==> src/u8u16_pkg.sv <==
// Shared types and constants for the UTF-8 to 16-bit character decoder.
// Used by the decode step, the top level and the port checker.
`default_nettype none

package u8u16_pkg;

	typedef struct packed {
		logic [7:0] data_byte;
		logic       end_of_string;
	} in_word_t;

	typedef struct packed {
		logic [15:0] character;
		logic        last_character;
		logic        truncated;
	} out_word_t;

	typedef struct packed {
		logic [15:0] partial_code;
		logic [1:0]  bytes_pending;
	} dec_state_t;

	localparam logic [1:0] PEND_NONE = 2'd0;
	localparam logic [1:0] PEND_ONE  = 2'd1;
	localparam logic [1:0] PEND_TWO  = 2'd2;

	localparam logic [7:0] ASCII_LIMIT = 8'h80;
	localparam logic [7:0] LEAD2_MASK  = 8'he0;
	localparam logic [7:0] LEAD2_CODE  = 8'hc0;

endpackage

`default_nettype wire

==> src/u8u16_step.sv <==
// Combinational decode of one byte against the current sequence state.
// Depends on u8u16_pkg.
`default_nettype none

module u8u16_step (
	input  u8u16_pkg::in_word_t   word,
	input  u8u16_pkg::dec_state_t state,
	output u8u16_pkg::dec_state_t state_next,
	output logic                  emit,
	output u8u16_pkg::out_word_t  result
);
	import u8u16_pkg::*;

	logic [5:0]  payload;
	logic [15:0] code;
	logic [1:0]  pend;
	logic        done;

	assign payload = word.data_byte[5:0];

	always_comb begin
		code = state.partial_code;
		pend = state.bytes_pending;
		done = 1'b0;
		unique case (state.bytes_pending)
			PEND_ONE: begin
				code = state.partial_code | {10'd0, payload};
				pend = PEND_NONE;
				done = 1'b1;
			end
			PEND_TWO: begin
				code = state.partial_code | {4'd0, payload, 6'd0};
				pend = PEND_ONE;
			end
			default: begin
				// idle; a count of three cannot occur and is treated the same
				if (word.data_byte < ASCII_LIMIT) begin
					code = {8'd0, word.data_byte};
					pend = PEND_NONE;
					done = 1'b1;
				end else if ((word.data_byte & LEAD2_MASK) == LEAD2_CODE) begin
					code = {5'd0, word.data_byte[4:0], 6'd0};
					pend = PEND_ONE;
				end else begin
					// lead bit 4 drops out of the 16-bit code
					code = {word.data_byte[3:0], 12'd0};
					pend = PEND_TWO;
				end
			end
		endcase
	end

	always_comb begin
		emit                  = done || word.end_of_string;
		result.character      = code;
		result.last_character = word.end_of_string;
		result.truncated      = !done;
		if (emit) begin
			state_next = '{partial_code: 16'd0, bytes_pending: PEND_NONE};
		end else begin
			state_next = '{partial_code: code, bytes_pending: pend};
		end
	end

endmodule

`default_nettype wire

==> src/utf8_to_utf16_decoder.sv <==
// Top level of the UTF-8 to 16-bit character decoder.
// Depends on u8u16_pkg and u8u16_step.
//
// Usage:
//   byte channel: one UTF-8 byte per word, with end_of_string on the final byte.
//   char channel: one 16-bit character per word; last_character marks the end
//   of a string, truncated marks a string that ended inside a sequence.
//   A byte is taken when byte_valid is high and byte_stall low; a character
//   is delivered when char_valid is high and char_stall low.
// Path: the byte that completes a character passes the input register, then
//   the result register, before the character appears on char_word.
// Throughput: one byte per cycle unless a held character stalls the input;
//   the decode is a single mask-and-shift between the two registers.
// Lead and middle bytes of a sequence produce no character unless they carry
//   end_of_string, which flushes the partial character.
// Reset: clears both registers' valid flags and the sequence state, so the
//   first byte after reset starts a new string.
// Stall: a held character keeps the byte register waiting; byte_stall rises
//   only when the input register is full behind a stalled result register.
`default_nettype none

module utf8_to_utf16_decoder (
	input  logic                 clk,
	input  logic                 arst_n,
	input  logic                 byte_valid,
	output logic                 byte_stall,
	input  u8u16_pkg::in_word_t  byte_word,
	output logic                 char_valid,
	input  logic                 char_stall,
	output u8u16_pkg::out_word_t char_word
);
	import u8u16_pkg::*;

	logic       valid_s1;
	in_word_t   word_s1;
	dec_state_t state_q;
	dec_state_t state_next;
	logic       emit;
	out_word_t  result;
	logic       out_valid_q;
	out_word_t  out_word_q;
	logic       advance;
	logic       take_in;

	assign advance    = valid_s1 && (!out_valid_q || !char_stall);
	assign byte_stall = valid_s1 && !advance;
	assign take_in    = byte_valid && !byte_stall;
	assign char_valid = out_valid_q;
	assign char_word  = out_word_q;

	u8u16_step u_step (
		.word       (word_s1),
		.state      (state_q),
		.state_next (state_next),
		.emit       (emit),
		.result     (result)
	);

	always_ff @(posedge clk or negedge arst_n) begin
		if (!arst_n) begin
			valid_s1    <= 1'b0;
			out_valid_q <= 1'b0;
			state_q     <= '{partial_code: 16'd0, bytes_pending: PEND_NONE};
		end else begin
			if (take_in) begin
				valid_s1 <= 1'b1;
			end else if (advance) begin
				valid_s1 <= 1'b0;
			end
			if (advance) begin
				state_q <= state_next;
			end
			if (advance && emit) begin
				out_valid_q <= 1'b1;
			end else if (!char_stall) begin
				out_valid_q <= 1'b0;
			end
		end
	end

	always_ff @(posedge clk) begin
		if (take_in) begin
			word_s1 <= byte_word;
		end
		if (advance && emit) begin
			out_word_q <= result;
		end
	end

endmodule

`default_nettype wire

==> config.mk <==
export PLATFORM = sky130hd
export DESIGN_NAME = utf8_to_utf16_decoder
export DESIGN_NICKNAME = d
export VERILOG_FILES = /design/src/u8u16_pkg.sv /design/src/u8u16_step.sv /design/src/utf8_to_utf16_decoder.sv
export SDC_FILE = /design/constraint.sdc
export NUM_CORES = 1
export LEC_CHECK = 0
export BUFFER_PORTS_ARGS = -buffer_cell sky130_fd_sc_hd__buf_2
export CORE_UTILIZATION = 59
export CTS_BUF_LIST = sky130_fd_sc_hd__clkbuf_16
export DETAILED_ROUTE_END_ITERATION = 12
export HOLD_SLACK_MARGIN = 0.06
export PLACE_DENSITY = 0.9
export SETUP_SLACK_MARGIN = 0.1
export SYNTH_ARGS = -nofsm -noshare
export SYNTH_HDL_FRONTEND = slang
export SYNTH_SLANG_ARGS = --single-unit
==> constraint.sdc <==
create_clock -name clk -period 6.45 [get_ports clk]
set_input_delay 0.3225 -clock clk [delete_from_list [all_inputs] [get_ports clk]]
set_output_delay 0.3225 -clock clk [all_outputs]
set_load 0.02 [all_outputs]
### After elaboration in Yosys (flattened, before gate mapping)

Cells that the tools add are included.

* bits in latches: 0
* RAM bits: 0
* memory bits (read-only): 0
* bits of input ports: 13
* bits in registers: 47
* memories kept: 0
* output and inout port bits: 20

* div/mod/pow operators: 0
* reduce and logical (&&, ||, !) cells: 12
* equal/unequal tests: 4
* mux-type cells: 13
* add/sub/neg operators: 0
* bitwise gates (word level): 2
* shift operators: 0
* multipliers: 0
* order comparisons: 1

Operators by type and width (number)
* 2-to-1 mux 16 bit: 2
* one-hot mux 16 bit (2 select lines): 1
* 2-to-1 mux 18 bit: 1
* OR 16 x 12 -> 16 bit: 1
* OR 16 x 6 -> 16 bit: 1
* less-than comparator 8 bit, second input constant: 1
* logical NOT 1 bit: 5
* 2-to-1 mux 1 bit: 5
* logical AND 1 bit: 4
* 2-to-1 mux 2 bit: 2
* one-hot mux 2 bit (2 select lines): 1
* == test 3 bit, second input constant: 1
* == test 2 x 1 -> 1 bit, second input constant: 1
* == test 2 bit, second input constant: 1
* logical OR 1 bit: 2
* != test 2 x 1 -> 1 bit, second input constant: 1
* one-hot mux 1 bit (2 select lines): 1
* nonzero test 2 bit: 1

### Longest topological paths before layout

Gate-level depths: netlist (run 1).

* word-level depth: 8
* mapped depth: 7
* gate-level depth less buffers: 6

### Cells and area by module

From an unflattened synthesis (run 1), not the netlist that was laid out.

* cells, all modules: 168
* area, all modules: 2183.3 sq um

Modules (own cells, without submodules)
* utf8_to_utf16_decoder: times used 1, area each 1627.8 sq um, cells each 75
* u8u16_step: times used 1, area each 555.5 sq um, cells each 93

### Least setup slack after synthesis (run 1)

No wires, ideal clock.

* path type: register to register
* from: reg state_q[0] (netlist name)
* to: reg out_word_q, in the netlist char_word[0] (enable)
* path buffers: 0
* slack: 4.325 ns
* arrival time: 1.733 ns
* setup time: 0.392 ns
* cell stages (with the launch flop): 6
* cell sequence: dfrtp_1 > inv_1 > ha_1 > or2_4 > a21oi_4 > nor2_1

* longest elaborated chain between the ends: 4
* elaborated cells between the ends (all ways): 5

RTL lines
* from (decl): RTL line utf8_to_utf16_decoder.sv:36 `dec_state_t state_q;`
* from (signal assigned): RTL line utf8_to_utf16_decoder.sv:63 `state_q <= '{partial_code: 16'd0, bytes_pending: PEND_NONE};`
* from (signal assigned): RTL line utf8_to_utf16_decoder.sv:71 `state_q <= state_next;`
* == test 2 bit / == test 2 x 1 -> 1 bit (equally long branches): RTL line u8u16_step.sv:25 `unique case (state.bytes_pending)`
* one-hot mux 1 bit (2 select lines) *: RTL line u8u16_step.sv:25
* logical OR 1 bit *: RTL line u8u16_step.sv:54 `emit = done || word.end_of_string;`
* logical AND 1 bit *: RTL line utf8_to_utf16_decoder.sv:85 `if (advance && emit) begin`
* to (signal assigned): RTL line utf8_to_utf16_decoder.sv:86 `out_word_q <= result;`
* to (decl): RTL line utf8_to_utf16_decoder.sv:41 `out_word_t out_word_q;`

Every way passes the cells marked *; elsewhere a longest branch is shown, timed or not.
A chain may end at the register's enable or synchronous reset.

### Worst setup path after layout (run 1)

* from: reg state_q[0] (netlist name)
* to: reg state_q[15] (netlist name)

* longest elaborated chain between the ends: 4
* elaborated cells between the ends (all ways): 6

RTL lines
* == test 2 bit / == test 2 x 1 -> 1 bit (equally long branches): RTL line u8u16_step.sv:25
* one-hot mux 1 bit (2 select lines): RTL line u8u16_step.sv:25
* logical OR 1 bit: RTL line u8u16_step.sv:54
* 2-to-1 mux 18 bit *: RTL line u8u16_step.sv:58 `if (emit) begin`

Marks and branches as above.

==> results of run 1 <==
registers in the layout (all words and copies together), names as in the netlist:
signal      flops
char_word      18
state_q        18
word_s1         9
char_valid      1
valid_s1        1
cells by family (layout without fill, tap and decap cells):
family	count (synthesis)	in the layout
compound gates	46	46
fa+ha+maj	3	3
buf+inv	9	48
flops	47	47
mux	1	1
simple gates	33	33
area by class of cell:
class / count / area [um^2]
inverter: 6 / 22.5
sequential: 47 / 1310
clock buffer: 5 / 125
fill: 200 / 788
multi-input combinational: 83 / 587
clock inverter: 3 / 11.3
timing repair buffer: 34 / 178
tap: 44 / 55.1
path summary, 6_finish.rpt:
| kind | from | end | slack (ns) | depth (start not counted) |
|---|---|---|---|---|
| worst max-delay path | state_q[0] | state_q[15] | 4.40 | 6 |
| worst min-delay path | byte_word[3] | word_s1[3] | 0.21 | 1 |
| worst max register to register | state_q[0] | state_q[15] | 4.40 | 6 |
| worst min register to register | state_q[13] | state_q[13] | 0.50 | 1 |
| max in group asynchronous | arst_n | valid_s1 | 5.60 | 2 |
| min in group asynchronous | arst_n | state_q[16] | 0.52 | 2 |
worst max-delay path, stage by stage, from the launching register on:
cell     delay [ns]
dfrtp_1        0.38
inv_1          0.07
ha_1           0.54
nand2_2        0.16
nor2b_1        0.34
and3_2         0.31
a22o_1         0.16
through the flow:
stage	utilization [%]	instance area (um^2)
floorplan	-	1940
global placement	69.6	2140
detailed placement	69.6	2140
CTS	74.4	2290
global route	74.4	2290
finish	74.4	2290
power groups by stage:
stage,logic (mW),registers [mW],clock network [mW]
floorplan,0.0657,0.401,0
global placement,0.122,0.379,0
detailed placement,0.126,0.381,0
CTS,0.127,0.376,0.241
global route,0.137,0.379,0.255
finish,0.127,0.376,0.240
cells in the final DEF, fill, tap and decap left out, types with 2 or more instances in the layout:
cell type	synthesis	routed
a21oi_1	4	4
a221o_1	4	4
a22o_1	23	23
and2_1	2	2
buf_2	0	32
clkbuf_16	0	5
clkinv_1	0	2
dfrtp_1	20	20
edfxtp_1	27	27
ha_1	3	3
inv_1	6	7
nand2_1	4	4
nand2b_1	3	3
nor2_1	14	14
nor2b_1	2	2
o21ai_0	7	7
metal layers:
layer  up-vias  GRT usage (%)
met3         4           10.0
met4         0           11.2
li1        604              -
met1       623           31.0
met5         -              0
met2        71           37.1
repair_timing:
action,CTS,global route
endpoints found under the hold margin,20,0
hold buffers,1,0
gates resized for setup,0,0
==> results.tsv, run 1 <==
metric	value	unit
status	finished clean	
setup ws final	4.40	ns
minimum hold slack	0.207	ns
EDFF count, synth	27	
Peak supply drop	0.245	mV
Clk pwr share	32.4	%
unrepaired setup endpoints after global routing	false	
clock sinks	47	
sw power	0.201	mW
Pre-antenna DRT Iters	4	
Synth Area in Compound Gates	19.1	%
die footprint	0.00353	mm^2
Final Hold Viols	0	
Post CTS Setup Buffer Count	0	
fin crit share	31.7	%
worst slack, placed	4.44	ns
non-filler cells, final	222	
synth-to-layout area growth	17.8	%
placed cell count	213	
crit end category	flop	
H-tree depth	2	
Die Span X	59.4	um
internal power	0.542	mW
Peak Freq	0.488	GHz
I/O Pins	33	
count of pins over their slew limit	0	
Total Wirelength	3640	um
worst setup skew after layout	0.00713	ns
Overall Power	0.743	mW
crit path kind	reg2reg	
Clock Latency Late Sink	0.29	ns
Simple-Gate Fraction of Synth Area	8.63	%
met2 wire len	1820	um
TritonCTS clock tree	yes	
WL per Instance	16.4	um
net count after synthesis	155	
Reg power frac	50.6	%
top-count cell post-synth	edfxtp_1	
setup TNS	0	ns
worst hold path class	in2reg	
XOR/XNOR Fraction of Synth Area	0	%
largest net degree at the start of global routing	21	
Mapped Avg Cell Area	14.0	um^2
Core ar.	0.00308	mm^2
# DRC	0	
first-pass GRT wire length	5860	um
Antenna Violating Nets Remaining	0	
Max clock buf depth	2	
met3 WL	321	um
switching share of power	27.0	%
critical-path maximum fanout	14	
MaxCap Viol Count	0	
Primary FF master, synth	edfxtp_1	
most frequent cells after synthesis	27 x edfxtp_1, 23 x a22o_1, 20 x dfrtp_1	
Power per Cell Area	325	mW/mm^2
Synth Instances	139	
Synth area leaders	edfxtp_1 42%, dfrtp_1 26%, a22o_1 10%	
Vias	1302	
Starting Density	63.1	%
uppermost layer routed	met4	
register area share after synthesis	67.5	%
Synth area leader	edfxtp_1	
initial DRC count	71	
initial antenna violation count	0	
gr usage total	24.5	%
Synth Cell Area	0.00194	mm^2
Synth cell types	33	
mux contribution to synthesized area	0.515	%
worst endpoint required time	6.67	ns
Synthesis Warnings	0	
Arrival @ worst endpoint	2.27	ns
endpoints failing setup	0	
die height	59.4	um
fin crit period	2.05	ns
Synth top area share	41.7	%
Metal-1 WL	1450	um
n_diodes	0	
vias in the first global route	1214	
grt total ovfl	0	
Num CTS Buffers	5	
CP Launch Type	flop	
#FFs+latches synth	47	
Root Buffer	clkbuf_16	
adder-cell share of the synthesized area	1.93	%
I/O Buffers	32	
P_leak	1.01	nW
largest family of logic cells by synthesized area	compound AO/OA/AOI/OAI gates	
Slew headroom	62.8	%
# nets final	193	
combinational share of power	17.0	%
clk slew on worst S/H paths	0.06	ns
GPL Wtd Cong	0.933	
num rows	20	
Vias/cell	5.86	
hpwl dp	2550	um
Worst-Margin Slew	0.556	ns
share of cells above drive strength 1	25.8	%
Async S/R FF share, synth	42.6	%
(Power assumes the default switching activity.)
==> run 2: changes to the inputs <==
- CORE_UTILIZATION: 59 -> 54
- PLACE_DENSITY: 0.9 -> 0.84
- clock period: 6.45 -> 1.9 ns (I/O delays scaled with it)
==> run 2 against run 1 <==
  * Design area increased by 8.0%
  * Combinational power increased to 4.0 times the previous value
  * Final cell count increased by 7.2%
  * Clock power increased to 3.4 times the previous value
  * Global-route usage decreased by 1.3 points
  * Clock skew decreased by 0.0016 ns
  * Total power increased to 3.5 times the previous value
  * Fmax increased by 17%
  * Die area increased by 8.9%
  * Sequential power increased to 3.4 times the previous value
  * First-iteration DRC count decreased by 7.0%
  * Sequential cell count unchanged
==> results.tsv, run 2 (synthesis results as in run 1) <==
metric	value	unit
Worst-Margin Slew	0.475	ns
Power per Cell Area	1050	mW/mm^2
crit path kind	reg2reg	
minimum hold slack	0.114	ns
share of cells above drive strength 1	29.2	%
final instance area	0.00247	mm^2
placed cell count	216	
endpoints failing setup	0	
first-pass GRT wire length	5960	um
critical-path maximum fanout	18	
Final Hold Viols	0	
MaxCap Viol Count	0	
dpl cell area	0.00216	mm^2
most frequent cells in the layout	32 x buf_2, 27 x edfxtp_1, 23 x a22o_1	
n_diodes	0	
Peak Freq	0.572	GHz
initial antenna violation count	0	
non-filler cells, final	238	
unrepaired setup endpoints after global routing	false	
status	finished clean	
worst hold path class	in2reg	
CP Launch Type	flop	
Slew headroom	68.3	%
Arrival @ worst endpoint	1.79	ns
Num CTS Buffers	5	
largest net degree at the start of global routing	21	
# DRC	0	
worst setup skew after layout	0.00550	ns
die footprint	0.00384	mm^2
# nets final	207	
commonest non-fill, non-tap cell in the layout	buf_2	
TritonCTS clock tree	yes	
initial DRC count	66	
count of pins over their slew limit	0	
Max clock buf depth	2	
fin crit period	1.75	ns
Worst path max stage delay	0.40	ns
vias in the first global route	1304	
Overall Power	2.60	mW
delay-heaviest family, CP	flip-flops	
Starting Density	57.3	%
Antenna Violating Nets Remaining	0	
Clock Latency Late Sink	0.29	ns
GPL Wtd Cong	0.843	
clk slew on worst S/H paths	0.06	ns
num rows	21	
gr usage total	23.2	%
Vias/cell	5.80	
Pre-antenna DRT Iters	4	
critical path's slowest cell	dfrtp_1	
filler cell count	215	
fin crit share	92.0	%
WL per Instance	17.1	um
synth-to-layout area growth	27.3	%
hpwl dp	2580	um
clock sinks	47	
CP bufs+invs	2	
setup TNS	0	ns
H-tree depth	2	
Total Wirelength	4080	um
Core ar.	0.00339	mm^2
Die Span X	62.0	um
crit-path cells	inv_1, ha_4, or2_4, a21oi_4, nor2_4, buf_12	
P_leak	1.08	nW
I/O Buffers	32	
Vias	1380	
die height	62.0	um
crit end category	flop	
worst endpoint required time	1.95	ns
Root Buffer	clkbuf_16	
I/O Pins	33	
Peak supply drop	0.693	mV
grt total ovfl	0	
[run 2: worst paths after layout]
path	slack [ns]	endpoint	startpoint	cells after the start
min in group asynchronous	0.30	state_q[5]	arst_n	2
max	0.15	char_word[13]	state_q[0]	6
min	0.11	valid_s1	char_stall	3
min reg2reg	0.51	state_q[16]	state_q[16]	1
max reg2reg	0.15	char_word[13]	state_q[0]	6
max in group asynchronous	1.27	state_q[8]	arst_n	2
[run 2: layout make-up]
cell class	instances	area, um^2	share of cell area [%]
clock inverters	3	12.5	0.506
repair buffers	47	313	12.6
well taps	46	57.6	2.33
inverters	6	22.5	0.910
flip-flops and latches	47	1310	53.0
multi-input cells	84	632	25.5
clock buffers	5	125	5.06
[run 2: power breakdown]
group | internal [mW] | switching [mW]
registers | 1.22 | 0.0609
clock network | 0.475 | 0.336
logic | 0.203 | 0.305
[run 2: stage by stage]
stage	worst slack [ns]	util (%)
6_report	0.152	73.0
3_5_place_dp	0.0754	63.8
4_1_cts	0.0942	71.8
2_1_floorplan	0.250	-
3_3_place_gp	0.138	63.8
5_1_grt	0.0897	73.0
[run 2: timing repair]
action,in CTS,in global routing
resized for setup,2,5
endpoints found under the setup margin,23,41
hold endpoints to repair,30,0
setup buffers,1,1
hold buffers,11,0
cloned,0,1
pin swaps,1,1
[run 2: worst reg2reg max path: stages, from the launching register on]
cell	delay [ns]
dfrtp_1	0.40
inv_1	0.13
ha_4	0.24
or2_4	0.25
a21oi_4	0.25
nor2_4	0.08
buf_12	0.16
[run 2: layer usage]
metal	up-vias	track usage (%)	part of all wire, %
met2	81	37.2	51
met4	0	16.2	2.1
li1	631	-	-
met5	-	0	0
met3	7	4.97	7.2
met1	661	28.0	39
==> run 3: changes to the inputs <==
- CORE_UTILIZATION: 54 -> 56
- PLACE_DENSITY: 0.84 -> 0.86
- SYNTH_HIERARCHICAL: default -> 1
==> run 3 against run 2 <==
  * Worst setup slack improved by 0.0017 ns
  * Utilization rose by 0.63 points
  * Via count is 9.1% higher
  * Wire length increased by 11%
  * Total power is 4.3% lower
  * Synthesized area grew 12%
  * Sequential power fell by 4%
  * Die area grew 8.1%
  * Critical path type unchanged
  * Largest power group unchanged
==> results.tsv, run 3 <==
metric	value	unit
status	finished clean	
Primary FF master, synth	edfxtp_1	
commonest non-fill, non-tap cell in the layout	buf_2	
post-layout util	73.6	%
clock sinks	47	
minimum hold slack	0.123	ns
most frequent cells in the layout	32 x buf_2, 27 x edfxtp_1, 25 x nand2_1	
hpwl dp	2790	um
uppermost layer routed	met4	
clk slew on worst S/H paths	0.06	ns
worst endpoint required time	1.94	ns
WL per Instance	16.9	um
num rows	22	
initial antenna violation count	0	
vias in the first global route	1524	
hold path depth	3	
met2 wire len	2330	um
Endpoint, Worst Hold	char_valid	
unrepaired setup endpoints after global routing	false	
Synth cell types	28	
Final Hold Viols	0	
I/O Buffers	32	
RR Endpoint	char_word[1]	
Antenna Violating Nets Remaining	0	
die footprint	0.00415	mm^2
Synth area leaders	edfxtp_1 37%, dfrtp_1 23%, mux2_4 6.9%	
area of the multi-input gates	828	um^2
Reg area	0.00131	mm^2
worst r2r path cells	7	
Synth area leader	edfxtp_1	
Total Wirelength	4530	um
met3 WL	220	um
Vias	1505	
share of cells above drive strength 1	36.4	%
#FFs+latches synth	47	
Power per Cell Area	915	mW/mm^2
crit path kind	reg2reg	
P_leak	1.26	nW
Starting Density	59.2	%
filler cell count	249	
critical-path maximum fanout	18	
Synth top area share	37.1	%
Synth Instances	168	
most frequent cells after synthesis	27 x edfxtp_1, 26 x nand2_1, 20 x dfrtp_1	
Overall Power	2.49	mW
EDFF count, synth	27	
net count after synthesis	185	
critical path's slowest cell	dfrtp_1	
Arrival @ worst endpoint	1.79	ns
Synthesis Warnings	6	
I/O Pins	33	
# DRC	0	
Peak supply drop	0.651	mV
largest net degree at the start of global routing	21	
H-tree depth	2	
die height	64.4	um
grt total ovfl	0	
Peak Freq	0.572	GHz
placed cell count	245	
crit-path cells	inv_2, ha_4, inv_1, a211o_4, nand2_4, a21oi_4, buf_12	
r2r setup slk	0.15	ns
fin crit period	1.75	ns
CP Launch Type	flop	
TritonCTS clock tree	yes	
Worst-Margin Slew	0.474	ns
first-pass GRT wire length	7270	um
CP bufs+invs	3	
Clock Latency Late Sink	0.28	ns
delay-heaviest family, CP	compound AO/OA/AOI/OAI gates	
register area share after synthesis	60.1	%
Async S/R FF share, synth	42.6	%
Slew headroom	68.4	%
initial DRC count	158	
gr usage total	23.8	%
non-filler cells, final	268	
Synth Cell Area	0.00218	mm^2
synth-to-layout area growth	24.4	%
Mapped Avg Cell Area	13.0	um^2
RR Startpoint	state_q[0]	
fin crit share	91.9	%
n_diodes	0	
GPL Wtd Cong	0.796	
worst setup skew after layout	0.00179	ns
Max clock buf depth	2	
Num CTS Buffers	5	
count of pins over their slew limit	0	
Root Buffer	clkbuf_16	
top-count cell post-synth	edfxtp_1	
Pre-antenna DRT Iters	4	
min-delay src	char_stall	
Metal-1 WL	1910	um
Core ar.	0.00369	mm^2
Vias/cell	5.62	
crit end category	flop	
MaxCap Viol Count	0	
endpoints failing setup	0	
Worst path max stage delay	0.39	ns
Die Span X	64.4	um
Critical Path Source	state_q[0]	
worst hold path class	in2reg	
# nets final	236	
==> run 3: cell types whose count changed after synthesis, moves of 6 or more <==
cell and change:
a22o_1 -23, mux2_2 +8, mux2_4 +10, nand2_1 +22, nor2_1 -7, o21ai_0 +6
==> run 3: worst max path at each step <==
| stage | to | slack [ns] | cells past startpoint |
|---|---|---|---|
| floorplan | char_word[0] | -0.10 | 8 |
| global placement | char_word[2] | 0.08 | 7 |
| detailed placement | state_q[4] | 0.009 | 6 |
| CTS | char_word[11] | 0.11 | 6 |
| global route | state_q[3] | 0.09 | 6 |
| finish | char_word[1] | 0.15 | 7 |
==> run 3: through the flow <==
| step | worst slack [ns] | setup TNS, ns | cell area (um^2) |
|---|---|---|---|
| after floorplan | -0.104 | -1.87 | 2210 |
| after global routing | 0.0915 | 0 | 2720 |
| after detailed placement | 0.00867 | 0 | 2420 |
| final | 0.153 | 0 | 2720 |
| after CTS | 0.108 | 0 | 2700 |
| after global placement | 0.0815 | 0 | 2420 |
==> run 3: timing repair <==
action / 4_1_cts / 5_1_grt
cloned: 0 / 0
setup endpoints to repair: 31 / 32
hold buffers: 11 / 0
buffers inserted: 3 / 1
pin swaps: 0 / 1
resized for setup: 7 / 5
hold endpoints to repair: 30 / 0
==> run 3: worst min-delay path: cells and delay by family <==
family                 cells  cell delay [ns]
buffers and inverters      1             0.15
and+or+nand+nor            2             0.12
==> run 3: metal layers <==
metal  track usage [%]  vias up
met5                 0        -
met4              7.22        0
met3              3.87       10
met2              42.1       61
met1              30.0      737
li1                  -      697
==> run 3: cells by family (layout without fill, tap and decap cells) <==
logic type / Yosys count / after routing / share of synthesized area, %
flip-flops: 47 / 47 / 60.1
AO/OA/AOI/OAI: 38 / 38 / 12.3
buffers and inverters: 14 / 66 / 4.07
adder cells (fa/ha/maj): 4 / 4 / 2.29
AND/OR/NAND/NOR: 47 / 47 / 10.3
multiplexers: 18 / 18 / 11.0
==> run 3: layout make-up <==
cell class	instances	area share, %
flip-flops and latches	47	48.3
clock buffers	5	4.61
repair buffers	50	12.8
multi-input cells	107	30.5
well taps	48	2.21
inverters	8	1.11
clock inverters	3	0.415
==> run 3: power breakdown <==
group | leakage [nW] | internal, mW | switching (mW)
Clock | 0.0776 | 0.472 | 0.327
Combinational | 0.654 | 0.198 | 0.256
Sequential | 0.531 | 1.18 | 0.0519
